## src/sv/mtm_pkg.sv

```systemverilog
// Package: shared types, codes and lookup functions for the MUS to MIDI transcoder.
`timescale 1ns / 1ps

package mtm_pkg;

    // Result status codes.
    localparam logic [2:0] ST_OK         = 3'd0;
    localparam logic [2:0] ST_BAD_EVENT  = 3'd1;
    localparam logic [2:0] ST_BAD_SYSTEM = 3'd2;
    localparam logic [2:0] ST_BAD_CTRL   = 3'd3;
    localparam logic [2:0] ST_END        = 3'd4;

    // MUS event kinds, bits 6..4 of the event byte.
    localparam logic [2:0] KIND_RELEASE = 3'd0;
    localparam logic [2:0] KIND_PLAY    = 3'd1;
    localparam logic [2:0] KIND_PITCH   = 3'd2;
    localparam logic [2:0] KIND_SYSTEM  = 3'd3;
    localparam logic [2:0] KIND_CTRL    = 3'd4;
    localparam logic [2:0] KIND_END     = 3'd6;

    // MIDI status nibbles.
    localparam logic [3:0] MIDI_NOTE_OFF = 4'h8;
    localparam logic [3:0] MIDI_NOTE_ON  = 4'h9;
    localparam logic [3:0] MIDI_CTRL     = 4'hB;
    localparam logic [3:0] MIDI_PROGRAM  = 4'hC;
    localparam logic [3:0] MIDI_PITCH    = 4'hE;

    localparam logic [7:0] MIDI_META     = 8'hFF;
    localparam logic [7:0] MIDI_END_TRK  = 8'h2F;
    localparam logic [7:0] RELEASE_VEL   = 8'h40;
    localparam logic [6:0] VEL_RESET     = 7'h7F;

    typedef enum logic [2:0] {
        PH_EVENT,
        PH_OPERAND,
        PH_VELOCITY,
        PH_CTRL_VALUE,
        PH_DELAY,
        PH_HALT
    } phase_t;

    // One group of output bytes caused by a single input item.
    typedef struct packed {
        logic [3:0][7:0] bytes;
        logic [1:0]      last_idx;
        logic [2:0]      status;
    } cmd_t;

    // MIDI channel status byte, with channels 9 and 15 swapped.
    function automatic logic [7:0] chan_status(input logic [3:0] base, input logic [3:0] ch);
        logic [3:0] c;
        begin
            c = ch;
            if (ch == 4'd9) begin
                c = 4'd15;
            end else if (ch == 4'd15) begin
                c = 4'd9;
            end
            chan_status = {base, c};
        end
    endfunction

    // System event number 10..14 to controller number.
    function automatic logic [7:0] sys_map(input logic [7:0] code);
        begin
            case (code)
                8'd10:   sys_map = 8'h78;
                8'd11:   sys_map = 8'h7B;
                8'd12:   sys_map = 8'h7E;
                8'd13:   sys_map = 8'h7F;
                8'd14:   sys_map = 8'h79;
                default: sys_map = 8'h00;
            endcase
        end
    endfunction

    // MUS controller number 1..9 to MIDI controller number.
    function automatic logic [7:0] ctl_map(input logic [3:0] num);
        begin
            case (num)
                4'd2:    ctl_map = 8'h01;
                4'd3:    ctl_map = 8'h07;
                4'd4:    ctl_map = 8'h0A;
                4'd5:    ctl_map = 8'h0B;
                4'd6:    ctl_map = 8'h5B;
                4'd7:    ctl_map = 8'h5D;
                4'd8:    ctl_map = 8'h40;
                4'd9:    ctl_map = 8'h43;
                default: ctl_map = 8'h00;
            endcase
        end
    endfunction

endpackage

```

## src/sv/mtm_front.sv

```systemverilog
// Front end: parses MUS score bytes and builds the output byte groups.
`timescale 1ns / 1ps

module mtm_front (
    input  logic          aclk,
    input  logic          aresetn,
    input  logic          accept,
    input  logic [7:0]    score_byte,
    output logic          push,
    output mtm_pkg::cmd_t cmd
);

    mtm_pkg::phase_t phase_reg, phase_next;
    logic [7:0] event_reg, event_next;
    logic [7:0] first_reg, first_next;
    logic [6:0] vel_reg [16];

    logic       is_cmd;
    logic [1:0] cmd_len;
    logic [3:0] ch;

    assign ch = event_reg[3:0];

    always_ff @(posedge aclk) begin
        if (!aresetn) begin
            phase_reg <= mtm_pkg::PH_EVENT;
            event_reg <= '0;
            first_reg <= '0;
            for (int i = 0; i < 16; i++) begin
                vel_reg[i] <= mtm_pkg::VEL_RESET;
            end
        end else if (accept) begin
            phase_reg <= phase_next;
            event_reg <= event_next;
            first_reg <= first_next;
            if (phase_reg == mtm_pkg::PH_VELOCITY) begin
                vel_reg[ch] <= score_byte[6:0];
            end
        end
    end

    always_comb begin
        phase_next = phase_reg;
        event_next = event_reg;
        first_next = first_reg;
        cmd        = '0;
        push       = 1'b0;
        is_cmd     = 1'b0;
        cmd_len    = 2'd0;
        case (phase_reg)
            mtm_pkg::PH_EVENT: begin
                event_next = score_byte;
                case (score_byte[6:4])
                    mtm_pkg::KIND_END: begin
                        cmd.bytes[0] = mtm_pkg::MIDI_META;
                        cmd.bytes[1] = mtm_pkg::MIDI_END_TRK;
                        cmd.bytes[2] = 8'h00;
                        cmd.last_idx = 2'd2;
                        cmd.status   = mtm_pkg::ST_END;
                        push         = 1'b1;
                        phase_next   = mtm_pkg::PH_HALT;
                    end
                    mtm_pkg::KIND_RELEASE, mtm_pkg::KIND_PLAY, mtm_pkg::KIND_PITCH,
                    mtm_pkg::KIND_SYSTEM, mtm_pkg::KIND_CTRL: begin
                        phase_next = mtm_pkg::PH_OPERAND;
                    end
                    default: begin
                        cmd.status = mtm_pkg::ST_BAD_EVENT;
                        push       = 1'b1;
                        phase_next = mtm_pkg::PH_HALT;
                    end
                endcase
            end
            mtm_pkg::PH_OPERAND: begin
                case (event_reg[6:4])
                    mtm_pkg::KIND_RELEASE: begin
                        cmd.bytes[0] = mtm_pkg::chan_status(mtm_pkg::MIDI_NOTE_OFF, ch);
                        cmd.bytes[1] = {1'b0, score_byte[6:0]};
                        cmd.bytes[2] = mtm_pkg::RELEASE_VEL;
                        cmd_len      = 2'd2;
                        is_cmd       = 1'b1;
                    end
                    mtm_pkg::KIND_PLAY: begin
                        if (score_byte[7]) begin
                            first_next = score_byte;
                            phase_next = mtm_pkg::PH_VELOCITY;
                        end else begin
                            cmd.bytes[0] = mtm_pkg::chan_status(mtm_pkg::MIDI_NOTE_ON, ch);
                            cmd.bytes[1] = {1'b0, score_byte[6:0]};
                            cmd.bytes[2] = {1'b0, vel_reg[ch]};
                            cmd_len      = 2'd2;
                            is_cmd       = 1'b1;
                        end
                    end
                    mtm_pkg::KIND_PITCH: begin
                        cmd.bytes[0] = mtm_pkg::chan_status(mtm_pkg::MIDI_PITCH, ch);
                        cmd.bytes[1] = 8'h00;
                        cmd.bytes[2] = {1'b0, score_byte[7:1]};
                        cmd_len      = 2'd2;
                        is_cmd       = 1'b1;
                    end
                    mtm_pkg::KIND_SYSTEM: begin
                        if (score_byte inside {[8'd10:8'd14]}) begin
                            cmd.bytes[0] = mtm_pkg::chan_status(mtm_pkg::MIDI_CTRL, ch);
                            cmd.bytes[1] = mtm_pkg::sys_map(score_byte);
                            cmd.bytes[2] = 8'h00;
                            cmd_len      = 2'd2;
                            is_cmd       = 1'b1;
                        end else begin
                            cmd.status = mtm_pkg::ST_BAD_SYSTEM;
                            push       = 1'b1;
                            phase_next = mtm_pkg::PH_HALT;
                        end
                    end
                    default: begin
                        if (score_byte > 8'd9) begin
                            cmd.status = mtm_pkg::ST_BAD_CTRL;
                            push       = 1'b1;
                            phase_next = mtm_pkg::PH_HALT;
                        end else begin
                            first_next = score_byte;
                            phase_next = mtm_pkg::PH_CTRL_VALUE;
                        end
                    end
                endcase
            end
            mtm_pkg::PH_VELOCITY: begin
                cmd.bytes[0] = mtm_pkg::chan_status(mtm_pkg::MIDI_NOTE_ON, ch);
                cmd.bytes[1] = {1'b0, first_reg[6:0]};
                cmd.bytes[2] = {1'b0, score_byte[6:0]};
                cmd_len      = 2'd2;
                is_cmd       = 1'b1;
            end
            mtm_pkg::PH_CTRL_VALUE: begin
                if (first_reg == 8'd0) begin
                    cmd.bytes[0] = mtm_pkg::chan_status(mtm_pkg::MIDI_PROGRAM, ch);
                    cmd.bytes[1] = {1'b0, score_byte[6:0]};
                    cmd_len      = 2'd1;
                end else begin
                    cmd.bytes[0] = mtm_pkg::chan_status(mtm_pkg::MIDI_CTRL, ch);
                    cmd.bytes[1] = mtm_pkg::ctl_map(first_reg[3:0]);
                    cmd.bytes[2] = {1'b0, score_byte[6:0]};
                    cmd_len      = 2'd2;
                end
                is_cmd = 1'b1;
            end
            mtm_pkg::PH_DELAY: begin
                cmd.bytes[0] = score_byte;
                push         = 1'b1;
                if (!score_byte[7]) begin
                    phase_next = mtm_pkg::PH_EVENT;
                end
            end
            default: begin
                phase_next = mtm_pkg::PH_HALT;
            end
        endcase

        // A finished command is followed by a zero delta unless delay bytes follow.
        if (is_cmd) begin
            push = 1'b1;
            if (event_reg[7]) begin
                cmd.last_idx = cmd_len;
                phase_next   = mtm_pkg::PH_DELAY;
            end else begin
                cmd.bytes[cmd_len + 2'd1] = 8'h00;
                cmd.last_idx              = cmd_len + 2'd1;
                phase_next                = mtm_pkg::PH_EVENT;
            end
        end
    end

endmodule

```

## src/sv/mtm_queue.sv

```systemverilog
// Two-entry queue of byte groups between the parser and the serialiser.
`timescale 1ns / 1ps

module mtm_queue (
    input  logic          aclk,
    input  logic          aresetn,
    input  logic          push,
    input  mtm_pkg::cmd_t push_cmd,
    output logic          full,
    input  logic          pop,
    output logic          avail,
    output mtm_pkg::cmd_t head
);

    mtm_pkg::cmd_t entry_reg [2];
    logic       wr_ptr_reg, rd_ptr_reg;
    logic [1:0] count_reg, count_next;
    logic       do_push, do_pop;

    assign full    = (count_reg == 2'd2);
    assign avail   = (count_reg != 2'd0);
    assign head    = entry_reg[rd_ptr_reg];
    assign do_push = push && !full;
    assign do_pop  = pop && avail;

    always_comb begin
        count_next = count_reg;
        if (do_push && !do_pop) begin
            count_next = count_reg + 2'd1;
        end else if (do_pop && !do_push) begin
            count_next = count_reg - 2'd1;
        end
    end

    always_ff @(posedge aclk) begin
        if (!aresetn) begin
            wr_ptr_reg <= 1'b0;
            rd_ptr_reg <= 1'b0;
            count_reg  <= 2'd0;
        end else begin
            if (do_push) begin
                wr_ptr_reg <= !wr_ptr_reg;
            end
            if (do_pop) begin
                rd_ptr_reg <= !rd_ptr_reg;
            end
            count_reg <= count_next;
        end
    end

    always_ff @(posedge aclk) begin
        if (do_push) begin
            entry_reg[wr_ptr_reg] <= push_cmd;
        end
    end

endmodule

```

## src/sv/mtm_back.sv

```systemverilog
// Back end: sends the bytes of each group one per cycle on the result channel while m_ready is high.
`timescale 1ns / 1ps

module mtm_back (
    input  logic          aclk,
    input  logic          aresetn,
    input  logic          avail,
    input  mtm_pkg::cmd_t head,
    output logic          pop,
    output logic          m_valid,
    input  logic          m_ready,
    output logic [7:0]    m_midi_byte,
    output logic          m_last,
    output logic [2:0]    m_status
);

    mtm_pkg::cmd_t cur_reg;
    logic          busy_reg;
    logic [1:0]    idx_reg;
    logic          need_load;

    assign m_valid     = busy_reg;
    assign m_midi_byte = cur_reg.bytes[idx_reg];
    assign m_last      = (idx_reg == cur_reg.last_idx);
    assign m_status    = cur_reg.status;

    assign need_load = !busy_reg || (m_ready && m_last);
    assign pop       = need_load && avail;

    always_ff @(posedge aclk) begin
        if (!aresetn) begin
            busy_reg <= 1'b0;
            idx_reg  <= 2'd0;
        end else if (need_load) begin
            busy_reg <= avail;
            idx_reg  <= 2'd0;
        end else if (m_ready) begin
            idx_reg <= idx_reg + 2'd1;
        end
    end

    always_ff @(posedge aclk) begin
        if (pop) begin
            cur_reg <= head;
        end
    end

endmodule

```

## src/sv/mus_to_midi_event_transcoder_top.sv

```systemverilog
// Top level of the MUS to MIDI event transcoder.
`timescale 1ns / 1ps

// This block takes a MUS score one byte per item and returns the MIDI track event
// bytes, each command followed by its delta time; the file header and track length
// are not produced. Input items are taken one per cycle while the two-entry queue
// between parser and serialiser has room; a byte that completes nothing queues no
// output, and a delay byte queues a single output byte. The serialiser sends one
// output item per cycle while m_ready is high, so an input byte that completes a
// command causes up to four output bytes (note, pitch wheel, system and controller
// events with a zero delta), three for the end of score. The output serialiser
// therefore sets the sustained rate. Errors give a single item with midi_byte zero
// and a non-zero status; after an error or the end of score, further input items
// are accepted and dropped until reset.

module mus_to_midi_event_transcoder_top (
    input  logic       aclk,
    input  logic       aresetn,
    input  logic       s_valid,
    output logic       s_ready,
    input  logic [7:0] s_score_byte,
    output logic       m_valid,
    input  logic       m_ready,
    output logic [7:0] m_midi_byte,
    output logic       m_last,
    output logic [2:0] m_status
);

    logic          q_full;
    logic          q_avail;
    logic          q_pop;
    logic          f_push;
    logic          accept;
    mtm_pkg::cmd_t f_cmd;
    mtm_pkg::cmd_t q_head;

    // The parser only stalls when the queue is full.
    assign s_ready = !q_full;
    assign accept  = s_valid && s_ready;

    mtm_front u_front (
        .aclk       (aclk),
        .aresetn    (aresetn),
        .accept     (accept),
        .score_byte (s_score_byte),
        .push       (f_push),
        .cmd        (f_cmd)
    );

    // Groups are only queued for accepted items that produce output.
    mtm_queue u_queue (
        .aclk     (aclk),
        .aresetn  (aresetn),
        .push     (f_push && accept),
        .push_cmd (f_cmd),
        .full     (q_full),
        .pop      (q_pop),
        .avail    (q_avail),
        .head     (q_head)
    );

    mtm_back u_back (
        .aclk        (aclk),
        .aresetn     (aresetn),
        .avail       (q_avail),
        .head        (q_head),
        .pop         (q_pop),
        .m_valid     (m_valid),
        .m_ready     (m_ready),
        .m_midi_byte (m_midi_byte),
        .m_last      (m_last),
        .m_status    (m_status)
    );

endmodule
```

## config.mk

```make
export PLATFORM = sky130hd
export DESIGN_NAME = mus_to_midi_event_transcoder_top
export DESIGN_NICKNAME = d
export VERILOG_FILES = /design/src/sv/mtm_pkg.sv /design/src/sv/mtm_front.sv /design/src/sv/mtm_queue.sv /design/src/sv/mtm_back.sv /design/src/sv/mus_to_midi_event_transcoder_top.sv
export SDC_FILE = /design/constraint.sdc
export NUM_CORES = 1
export LEC_CHECK = 0
export BUFFER_PORTS_ARGS = -buffer_cell sky130_fd_sc_hd__buf_2
export CAP_MARGIN = 20
export CELL_PAD_IN_SITES_DETAIL_PLACEMENT = 0
export CELL_PAD_IN_SITES_GLOBAL_PLACEMENT = 1
export CORE_UTILIZATION = 35
export CTS_BUF_LIST = sky130_fd_sc_hd__clkbuf_4 sky130_fd_sc_hd__clkbuf_8 sky130_fd_sc_hd__clkbuf_16
export DETAILED_ROUTE_END_ITERATION = 10
export PLACE_DENSITY = 0.66
export REMOVE_ABC_BUFFERS = 1
export SLEW_MARGIN = 20
export SYNTH_ARGS = -nofsm -noshare
export SYNTH_HDL_FRONTEND = slang
export SYNTH_SLANG_ARGS = --single-unit
```

## constraint.sdc

```tcl
create_clock -name aclk -period 4.5 [get_ports aclk]
set_input_delay 0.9 -clock aclk [delete_from_list [all_inputs] [get_ports aclk]]
set_output_delay 0.9 -clock aclk [all_outputs]
set_load 0.03 [all_outputs]
```

==> impl_summary.log, run 1 <==
INFO  metric max_freq = 0.311 GHz
INFO  metric timing.max_slew.rel_slack = 0.425
INFO  metric detail-route-antenna-nets = 0
INFO  metric finalNetCount = 801
INFO  metric post-cts-setup-buffer-count = 0
INFO  metric synth_async_sr_flop_share = 0
INFO  metric drive_gt1_frac = 0.247
INFO  metric filler_cell_count = 2808
INFO  metric postSynthAreaPerCell = 13.6 µm²
INFO  metric synth-seq-cells = 229
INFO  metric total_leakage_power = 3.49 nW
INFO  metric grt_pass1_vias = 6266
INFO  metric cp_cell_sequence = nor3b_2 -> nand4_1 -> or3_1 -> nor3_2 -> buf_4 -> nand2b_1
INFO  metric gr-usage-all-layers = 0.160
INFO  metric dpl-instance-area = 11100 µm²
INFO  metric cts_resized = 0
INFO  metric worst-setup-path-type = reg2reg
INFO  metric floorplan.die.height = 176 µm
INFO  metric synth_top_cell_area_share = 0.549
INFO  metric synth.area.top_cells = edfxtp_1 (55%), mux4_2 (7.5%), dfxtp_1 (6.8%)
INFO  metric largest_register_ffs = 112
INFO  metric maxSlewViolCount = 0
INFO  metric synth.largest_area_cell = edfxtp_1
INFO  metric synth_warnings = 0
INFO  metric tritoncts = built
INFO  metric post_synth_design_cell_area = 10600 µm²
INFO  metric clk-insertion-delay-late = 0.52 ns
INFO  metric critical_path.slowest_cell = or3_1
INFO  metric final_critical_path_setup_slack = 1.29 ns
INFO  metric placed_cells = 1148
INFO  metric cts.clk_slew.worst_paths = 0.06 ns
INFO  metric antennaDiodeCount = 0
INFO  metric worst_slew_pin_slew = 0.863 ns
INFO  metric global_route.overflow_total = 0
INFO  metric routed-via-count = 6236
INFO  metric critPathBufInv = 1
INFO  metric numPortBuffers = 25
INFO  metric ys.flop_type = edfxtp_1
INFO  metric fin_worst_skew = 0.0134 ns
INFO  metric die_width = 176 µm
INFO  metric tritoncts_sink_count = 229
INFO  metric cts_root_buf = clkbuf_16
INFO  metric via_per_inst = 5.23
INFO  metric dpl_worst_slack = 0.891 ns
INFO  metric power_density_cells = 518 nW/µm²
INFO  metric cap_viol_max_count = 0
INFO  metric run_status = finished, final reports clean
INFO  metric finalNonFillerCells = 1193
INFO  metric cts_htree_levels = 1
INFO  metric internal_power = 4.50 mW
INFO  metric synth-edff-count = 193
INFO  metric route.detailed.drc = 0
INFO  metric setup_tns = 0 ns
INFO  metric grt_antenna_before_repair = 0
INFO  metric cts_hold_buffers = 0
INFO  metric count_of_mapped_cells_out_of_synthesis = 774
INFO  metric crit_path_launch_type = flop
INFO  metric grt_first_pass_wirelength = 38.2 mm
INFO  metric finalHoldViolations = 0
INFO  metric critPathTopFamily = simple AND/OR/NAND/NOR gates
INFO  metric pwr-share-seq = 0.452
INFO  metric critPathRequiredTime = 4.68 ns
INFO  metric detail_routed_net_length_per_standard_cell = 20.5 µm
INFO  metric critPathMaxStageDelay = 0.72 ns
INFO  metric net_switching_power_figure = 1.71 mW
INFO  metric grt_setup_unrepaired = no
INFO  metric synthToLayoutAreaGrowth = 13.5%
INFO  metric detail_route.iter0.violations = 615
INFO  metric clock_power_share = 0.355
INFO  metric io_pins = 26
INFO  metric grt_start_max_net_pins = 51
INFO  metric clockBufferDepth = 3
INFO  metric number_of_different_library_cells_in_the_post_synthesis_netlist = 64
INFO  metric route.final.wire_length = 24.4 mm
INFO  metric ir_drop = 0.294 mV
INFO  metric drt_pre_antenna_iters = 6
INFO  metric cp-end-kind = flop
INFO  metric finalSetupViolations = 0
INFO  metric netSwitchingFraction = 0.275
INFO  metric combPwrFrac = 0.193
INFO  metric timing.hold.worst.class = reg2reg
INFO  metric layout_worst_path_cycle_share = 0.714
INFO  metric core_ar = 29600 µm²
INFO  metric synth_sequential_area_ratio = 0.617
INFO  metric dp_hpwl = 15.9 mm
INFO  metric rows = 63
INFO  metric gpl.final_weighted_congestion = 0.848
INFO  metric floorplan.die_area = 30900 µm²
INFO  metric finalInstanceArea = 12000 µm²
INFO  metric hold_slack = 0.499 ns
INFO  metric initial_core_util = 0.356
INFO  metric cp_data_arrival_time = 3.39 ns
INFO  metric cts_made_buffers = 25
INFO  metric finalCriticalPeriod = 3.21 ns
INFO  metric path_max_fanout = 25
==> cells in the final DEF (no fill, tap or decap), types with 3 or more instances in the layout <==
master,synthesis,routed
o21ai_0,27,27
nor3_1,8,8
nand2b_1,29,29
nor2b_1,20,20
a21boi_0,3,3
or4_1,3,3
and2_1,5,5
a31oi_1,4,4
nand3_1,8,8
dfxtp_1,36,35
mux2_2,28,28
bufinv_16,0,5
buf_2,6,25
a21oi_1,23,23
clkinv_1,0,5
nor2_1,30,29
nand2_1,47,47
nor3b_1,3,3
xor2_1,5,5
nand3b_1,7,7
buf_4,5,29
a221oi_1,10,10
mux2i_1,24,24
inv_1,8,8
or2_2,24,24
o21a_1,5,5
ha_1,4,4
nand4_1,3,3
xnor2_1,4,4
a222oi_1,6,6
or3_1,65,65
clkbuf_4,0,6
mux4_2,35,35
edfxtp_1,193,193
clkbuf_16,0,26
==> worst paths after layout <==
kind	from	end	slack (ns)	depth (start not counted)
min reg2reg	u_front.first_reg[7]	u_front.first_reg[7]	0.50	1
max	u_front.phase_reg[1]	u_front.vel_reg[0][6]	1.29	6
min	u_front.first_reg[7]	u_front.first_reg[7]	0.50	1
max reg2reg	u_front.phase_reg[1]	u_front.vel_reg[0][6]	1.29	6
==> worst reg2reg max path, cell delays in order, from the launching register on <==
cell,delay (ns)
dfxtp_1,0.55
nor3b_2,0.53
nand4_1,0.38
or3_1,0.72
nor3_2,0.20
buf_4,0.19
nand2b_1,0.32
==> logic make-up (layout without fill, tap and decap cells) <==
| family | Yosys count | after routing | share of synthesized area |
|---|---|---|---|
| DFF | 229 | 229 | 0.617 |
| AOI/OAI and AO/OA | 102 | 102 | 0.0663 |
| buffers and inverters | 78 | 107 | 0.0316 |
| xor gates and xnor gates | 9 | 9 | 0.00746 |
| muxes | 87 | 87 | 0.127 |
| adders and majority gates | 4 | 4 | 0.00474 |
| and+or+nand+nor | 265 | 265 | 0.146 |
==> per-stage QoR <==
| step | utilization | power, mW |
|---|---|---|
| final | 0.405 | 6.22 |
| after global routing | 0.405 | 6.47 |
| after CTS | 0.405 | 6.28 |
| after detailed placement | 0.374 | 4.06 |
| after global placement | 0.374 | 4.05 |
| after floorplan | - | 3.64 |
==> cell usage after synthesis, types with 5 or more instances <==
cell	instances
dfxtp_1	36
a222oi_1	6
clkbuf_1	54
o21ai_0	27
o21a_1	5
buf_4	5
xor2_1	5
mux2i_1	24
nand2b_1	29
nor3_1	8
mux2_2	28
buf_2	6
nor2_1	30
a221oi_1	10
or3_1	65
mux4_2	35
edfxtp_1	193
and2_1	5
nand3b_1	7
nand3_1	8
a21oi_1	23
inv_1	8
or2_2	24
nand2_1	47
nor2b_1	20
==> area by class of cell <==
cell class                 count  area [µm²]  share of cell area
timing repair buffer          54         343              0.0286
clock buffer                  34         723              0.0603
tap                          390         488              0.0407
sequential                   229        6520               0.544
clock inverter                11         174              0.0145
inverter                       8        30.0             0.00250
multi-input combinational    467        3710               0.310
==> power by group through the flow <==
| stage | Clock [mW] | Sequential, mW | Combinational, mW |
|---|---|---|---|
| floorplan | 0 | 2.89 | 0.748 |
| global placement | 0 | 2.85 | 1.20 |
| detailed placement | 0 | 2.86 | 1.20 |
| CTS | 2.25 | 2.81 | 1.21 |
| global route | 2.33 | 2.84 | 1.30 |
| finish | 2.21 | 2.81 | 1.20 |
==> metal layers <==
| layer | global-route usage | up-vias | share of wire |
|---|---|---|---|
| li1 | - | 2963 | - |
| met4 | 0.0399 | 0 | 0.018 |
| met5 | 0 | - | 0 |
| met2 | 0.251 | 162 | 0.46 |
| met3 | 0.0210 | 30 | 0.046 |
| met1 | 0.234 | 3081 | 0.48 |
No activity file was read; power rests on OpenSTA's default activity.
==> run 2, diff against run 1 <==
- PLACE_DENSITY: 0.66 -> 0.68
- clock period: 4.5 -> 2.8 ns (I/O delays scaled with it)
==> run 2 against run 1 <==
Against the previous run:
- clock power rose by 52%
- sequential cell count is the same
- clock-buffer cell count unchanged
- register-to-register slack got worse by 0.95 ns
- global-route usage up 0.27 points
- largest cell class unchanged
- largest power group unchanged
==> impl_summary.log, run 2 (synthesis results as in run 1) <==
INFO  metric run_status = finished, final reports clean
INFO  metric via_per_inst = 5.20
INFO  metric layout_worst_path_cycle_share = 0.880
INFO  metric route.detailed.drc = 0
INFO  metric cts.clk_slew.worst_paths = 0.06 ns
INFO  metric power_density_cells = 810 nW/µm²
INFO  metric worstSetupPathDepth = 5
INFO  metric mostFrequentLayoutCells = edfxtp_1 (193), buf_4 (68), or3_1 (65)
INFO  metric cts_htree_levels = 1
INFO  metric critPathTopFamily = multiplexers
INFO  metric cap_viol_max_count = 0
INFO  metric critical_path.endpoint = u_queue.entry_reg[1][26]
INFO  metric rr_endpoint = u_queue.entry_reg[1][26]
INFO  metric rr_worst_depth = 5
INFO  metric post-cts-setup-buffer-count = 0
INFO  metric dp_hpwl = 16.4 mm
INFO  metric global_route.overflow_total = 0
INFO  metric finalInstanceArea = 12300 µm²
INFO  metric filler_cell_count = 2752
INFO  metric ff2ff_setup_slack = 0.34 ns
INFO  metric grt_setup_unrepaired = no
INFO  metric critPathRequiredTime = 3.05 ns
INFO  metric antennaDiodeCount = 0
INFO  metric rows = 63
INFO  metric cp_data_arrival_time = 2.71 ns
INFO  metric clockBufferDepth = 3
INFO  metric drive_gt1_frac = 0.288
INFO  metric total_leakage_power = 3.68 nW
INFO  metric timing.max_slew.rel_slack = 0.606
INFO  metric grt_antenna_before_repair = 1
INFO  metric worst_slew_pin_slew = 0.590 ns
INFO  metric grt_pass1_vias = 6386
INFO  metric tritoncts_sink_count = 229
INFO  metric core_ar = 29600 µm²
INFO  metric worst-setup-path-type = reg2reg
INFO  metric crit_path_launch_type = flop
INFO  metric routed-via-count = 6422
INFO  metric ir_drop = 0.452 mV
INFO  metric finalSetupViolations = 0
INFO  metric tritoncts = built
INFO  metric finalHoldViolations = 0
INFO  metric cts_resized = 0
INFO  metric critical_path.most_common_cell = mux4_2
INFO  metric critPathMaxStageDelay = 0.55 ns
INFO  metric detail_route.iter0.violations = 528
INFO  metric maxSlewViolCount = 0
INFO  metric floorplan.die.height = 176 µm
INFO  metric grt_first_pass_wirelength = 38.5 mm
INFO  metric numPortBuffers = 25
INFO  metric critical_path.slowest_cell = mux4_2
INFO  metric cts_hold_buffers = 0
INFO  metric synthToLayoutAreaGrowth = 16.5%
INFO  metric critPathBufInv = 1
INFO  metric gr-usage-all-layers = 0.163
INFO  metric drt_pre_antenna_iters = 8
INFO  metric finalNetCount = 844
INFO  metric register_area = 6520 µm²
INFO  metric layout_commonest_cell = edfxtp_1
INFO  metric io_pins = 26
INFO  metric fin_worst_skew = 0.0149 ns
INFO  metric cts_root_buf = clkbuf_16
INFO  metric timing.hold.worst.class = in2reg
INFO  metric initial_core_util = 0.356
INFO  metric cp-end-kind = flop
INFO  metric floorplan.die_area = 30900 µm²
INFO  metric cts_made_buffers = 25
INFO  metric die_width = 176 µm
INFO  metric setup_tns = 0 ns
INFO  metric clk-insertion-delay-late = 0.53 ns
INFO  metric multi_input_comb_area = 3710 µm²
INFO  metric largest_register_ffs = 112
INFO  metric dpl-instance-area = 11500 µm²
INFO  metric finalCriticalPeriod = 2.46 ns
INFO  metric max_freq = 0.406 GHz
INFO  metric cp_cell_sequence = buf_12 -> mux4_2 -> mux4_2 -> a222oi_1 -> nor3_1
INFO  metric route.final.wire_length = 24.6 mm
INFO  metric gpl.final_weighted_congestion = 0.820
INFO  metric grt_start_max_net_pins = 51
INFO  metric detail-route-antenna-nets = 0
INFO  metric path_max_fanout = 24
INFO  metric hold_slack = 0.322 ns
INFO  metric detail_routed_net_length_per_standard_cell = 19.9 µm
## run 2: changes by cell type in the layout (fill, tap and decap cells not counted), moves of 2 or more
cell and delta:
buf_12 +4, clkinv_1 -3, bufinv_16 -2, buf_4 +39, clkinv_2 +2, clkinvlp_4 +2
## run 2: worst min path at each step
stage               cells after the start  slack [ns]                    to            startpoint
floorplan                               1        0.46  u_front.first_reg[7]  u_front.first_reg[7]
global placement                        1        0.48  u_front.first_reg[7]  u_front.first_reg[7]
detailed placement                      1        0.48  u_front.first_reg[7]  u_front.first_reg[7]
CTS                                     3        0.30     u_back.idx_reg[0]               m_ready
global route                            3        0.32     u_back.idx_reg[0]               m_ready
finish                                  3        0.32     u_back.idx_reg[0]               m_ready
## run 2: layer usage
layer / global-route usage / wire [µm] / vias up
met3: 0.0279 / 1200 / 43
met4: 0.0609 / 785 / 2
met5: 0 / 13 / -
met1: 0.234 / 11500 / 3165
li1: - / - / 3042
met2: 0.246 / 11100 / 170
## run 2: metrics by stage
step / setup WS, ns / util / cells / power, mW
2_1_floorplan: -0.934 / - / 704 / 5.85
3_3_place_gp: -0.0810 / 0.387 / 1191 / 6.68
3_5_place_dp: -0.131 / 0.387 / 1191 / 6.70
4_1_cts: 0.304 / 0.415 / 1236 / 10.1
5_1_grt: 0.147 / 0.415 / 1236 / 10.4
6_report: 0.336 / 0.415 / 1236 / 9.97
## run 2: report_power, final
part	internal [mW]	switching (mW)	leakage, nW	total, mW
logic	0.871	1.29	1.46	2.16
clock network	2.04	1.31	0.412	3.35
registers	4.26	0.200	1.81	4.46
## run 2: worst register-to-register path: stages, from the launching register on
cell and delay [ns]:
dfxtp_2 0.36, buf_12 0.24, mux4_2 0.56, mux4_2 0.51, a222oi_1 0.41, nor3_1 0.12
## run 2: cell type report
class | count | share of cell area
sequential | 229 | 0.530
timing repair buffer | 97 | 0.0582
tap | 390 | 0.0397
inverter | 8 | 0.00244
multi-input combinational | 467 | 0.302
clock buffer | 34 | 0.0574
clock inverter | 11 | 0.0108
==> run 3, diff against run 2 <==
- CORE_ASPECT_RATIO: not set -> 1.5
==> run 3 against run 2 <==
Against the previous run:
- core utilization fell by 0.11 points
- register-to-register slack got worse by 0.06 ns
- fmax fell by 2.2%
- clock-buffer cell count fell by 3
- sequential power barely moved
- clock skew rose by 0.0022 ns
- die area barely moved
- largest power group unchanged
==> impl_summary.log, run 3 (synthesis results as in run 1) <==
INFO  metric maxSlewViolCount = 0
INFO  metric largest_register_ffs = 112
INFO  metric timing.hold.worst.class = in2reg
INFO  metric final_critical_path_setup_slack = 0.280 ns
INFO  metric clockBufferDepth = 3
INFO  metric cts_resized = 0
INFO  metric grt_setup_unrepaired = no
INFO  metric cp_data_arrival_time = 2.76 ns
INFO  metric grt_start_max_net_pins = 51
INFO  metric global_route.overflow_total = 0
INFO  metric dpl_worst_slack = -0.154 ns
INFO  metric power_density_cells = 787 nW/µm²
INFO  metric cap_viol_max_count = 0
INFO  metric drt_pre_antenna_iters = 7
INFO  metric setup_tns = 0 ns
INFO  metric gr-usage-all-layers = 0.167
INFO  metric holdPathStages = 3
INFO  metric rr_worst_depth = 5
INFO  metric worst-setup-path-type = reg2reg
INFO  metric cts_root_buf = clkbuf_16
INFO  metric tritoncts_sink_count = 229
INFO  metric placed_cells = 1194
INFO  metric grt_pass1_vias = 6520
INFO  metric via_per_inst = 5.08
INFO  metric cts.clk_slew.worst_paths = 0.07 ns
INFO  metric pwr-share-seq = 0.463
INFO  metric max_freq = 0.397 GHz
INFO  metric register_area = 6520 µm²
INFO  metric cts_made_buffers = 22
INFO  metric route.final.wire_length = 24.8 mm
INFO  metric cp-end-kind = flop
INFO  metric critPathRequiredTime = 3.04 ns
INFO  metric final_core_util = 0.414
INFO  metric cts_htree_levels = 1
INFO  metric finalHoldViolations = 0
INFO  metric gpl.final_weighted_congestion = 0.862
INFO  metric internal_power = 6.94 mW
INFO  metric post-cts-setup-buffer-count = 0
INFO  metric fin_worst_skew = 0.0171 ns
INFO  metric routed-via-count = 6259
INFO  metric combPwrFrac = 0.218
INFO  metric layout_worst_path_cycle_share = 0.900
INFO  metric filler_cell_count = 2753
INFO  metric initial_core_util = 0.357
INFO  metric mostFrequentLayoutCells = edfxtp_1 (193), or3_1 (65), buf_4 (64)
INFO  metric synthToLayoutAreaGrowth = 15.9%
INFO  metric ir_drop = 0.473 mV
INFO  metric numPortBuffers = 25
INFO  metric finalCriticalPeriod = 2.52 ns
INFO  metric timing.max_slew.rel_slack = 0.452
INFO  metric route.detailed.drc = 0
INFO  metric multi_input_comb_area = 3710 µm²
INFO  metric drive_gt1_frac = 0.282
INFO  metric clk-insertion-delay-late = 0.52 ns
INFO  metric hold_path.startpoint = m_ready
INFO  metric run_status = finished, final reports clean
INFO  metric finalNetCount = 839
INFO  metric detail_routed_net_length_per_standard_cell = 20.2 µm
INFO  metric worst_slew_pin_slew = 0.822 ns
INFO  metric floorplan.die.height = 215 µm
INFO  metric finalSetupViolations = 0
INFO  metric ff2ff_setup_slack = 0.28 ns
INFO  metric core_ar = 29600 µm²
INFO  metric detail-route-antenna-nets = 0
INFO  metric io_pins = 26
INFO  metric tritoncts = built
INFO  metric die_width = 144 µm
INFO  metric netSwitchingFraction = 0.281
INFO  metric rows = 77
INFO  metric clock_power_share = 0.319
INFO  metric total_leakage_power = 3.65 nW
INFO  metric grt_first_pass_wirelength = 38.5 mm
INFO  metric worstHoldEndpoint = u_back.idx_reg[0]
INFO  metric layout_commonest_cell = edfxtp_1
INFO  metric floorplan.die_area = 30900 µm²
INFO  metric rr_endpoint = u_queue.entry_reg[1][24]
INFO  metric cts_hold_buffers = 0
INFO  metric net_switching_power_figure = 2.71 mW
INFO  metric dp_hpwl = 18.1 mm
INFO  metric crit_path_launch_type = flop
INFO  metric finalNonFillerCells = 1232
INFO  metric grt_antenna_before_repair = 0
INFO  metric detail_route.iter0.violations = 330
INFO  metric antennaDiodeCount = 0
INFO  metric path_max_fanout = 14
## run 3: cell count changes in the layout (fill, tap and decap cells not counted), sizes merged
cell / before / now
bufinv: 3 / 1
clkbuf: 34 / 31
clkinvlp: 3 / 1
inv: 8 / 9
buf: 97 / 95
clkinv: 5 / 4
## run 3: metrics by stage
stage	hold slack [ns]	area (µm²)	power [mW]
global route	0.346	12200	10.1
finish	0.350	12200	9.64
CTS	0.340	12200	9.76
global placement	0.508	11500	6.66
floorplan	0.464	10300	5.85
detailed placement	0.529	11500	6.68
## run 3: worst max-delay path by stage
stage / start / endpoint / slack [ns] / depth (start not counted)
after floorplan: u_back.idx_reg[0] / u_queue.count_reg[1] / -0.93 / 8
after global placement: s_score_byte[5] / u_queue.entry_reg[0][6] / -0.14 / 11
after detailed placement: s_score_byte[5] / u_queue.entry_reg[1][22] / -0.15 / 9
after CTS: flop / u_queue.entry_reg[0][22] / 0.24 / 5
after global routing: u_front.first_reg[7] / u_queue.entry_reg[1][11] / 0.07 / 11
final: flop / u_queue.entry_reg[1][24] / 0.28 / 5
## run 3: area by class of cell
class	instances	share of cell area
Inverter	8	0.00245
Tap cell	395	0.0404
Sequential cell	229	0.532
Clock inverter	7	0.00552
Clock buffer	31	0.0568
Multi-Input combinational cell	467	0.303
Timing Repair Buffer	95	0.0593
## run 3: power groups by stage
stage	clock (mW)	sequential (mW)	combinational, mW
2_1_floorplan	0	4.64	1.20
3_3_place_gp	0	4.54	2.13
3_5_place_dp	0	4.54	2.13
4_1_cts	3.14	4.47	2.14
5_1_grt	3.26	4.51	2.31
6_report	3.08	4.46	2.10
## run 3: metal layers
layer  vias to the layer above  GRT usage  share of wire
li1                       3025          -              -
met1                      3080      0.172           0.36
met2                       111      0.329           0.57
met3                        43     0.0198          0.030
met4                         0     0.0720          0.035
met5                         -          0              0
## run 3: critical path, cell delays in order (launching register included)
cell and delay (ns):
dfxtp_2 0.52, buf_12 0.21, mux4_2 0.55, mux4_2 0.50, a222oi_1 0.35, nor3_1 0.10
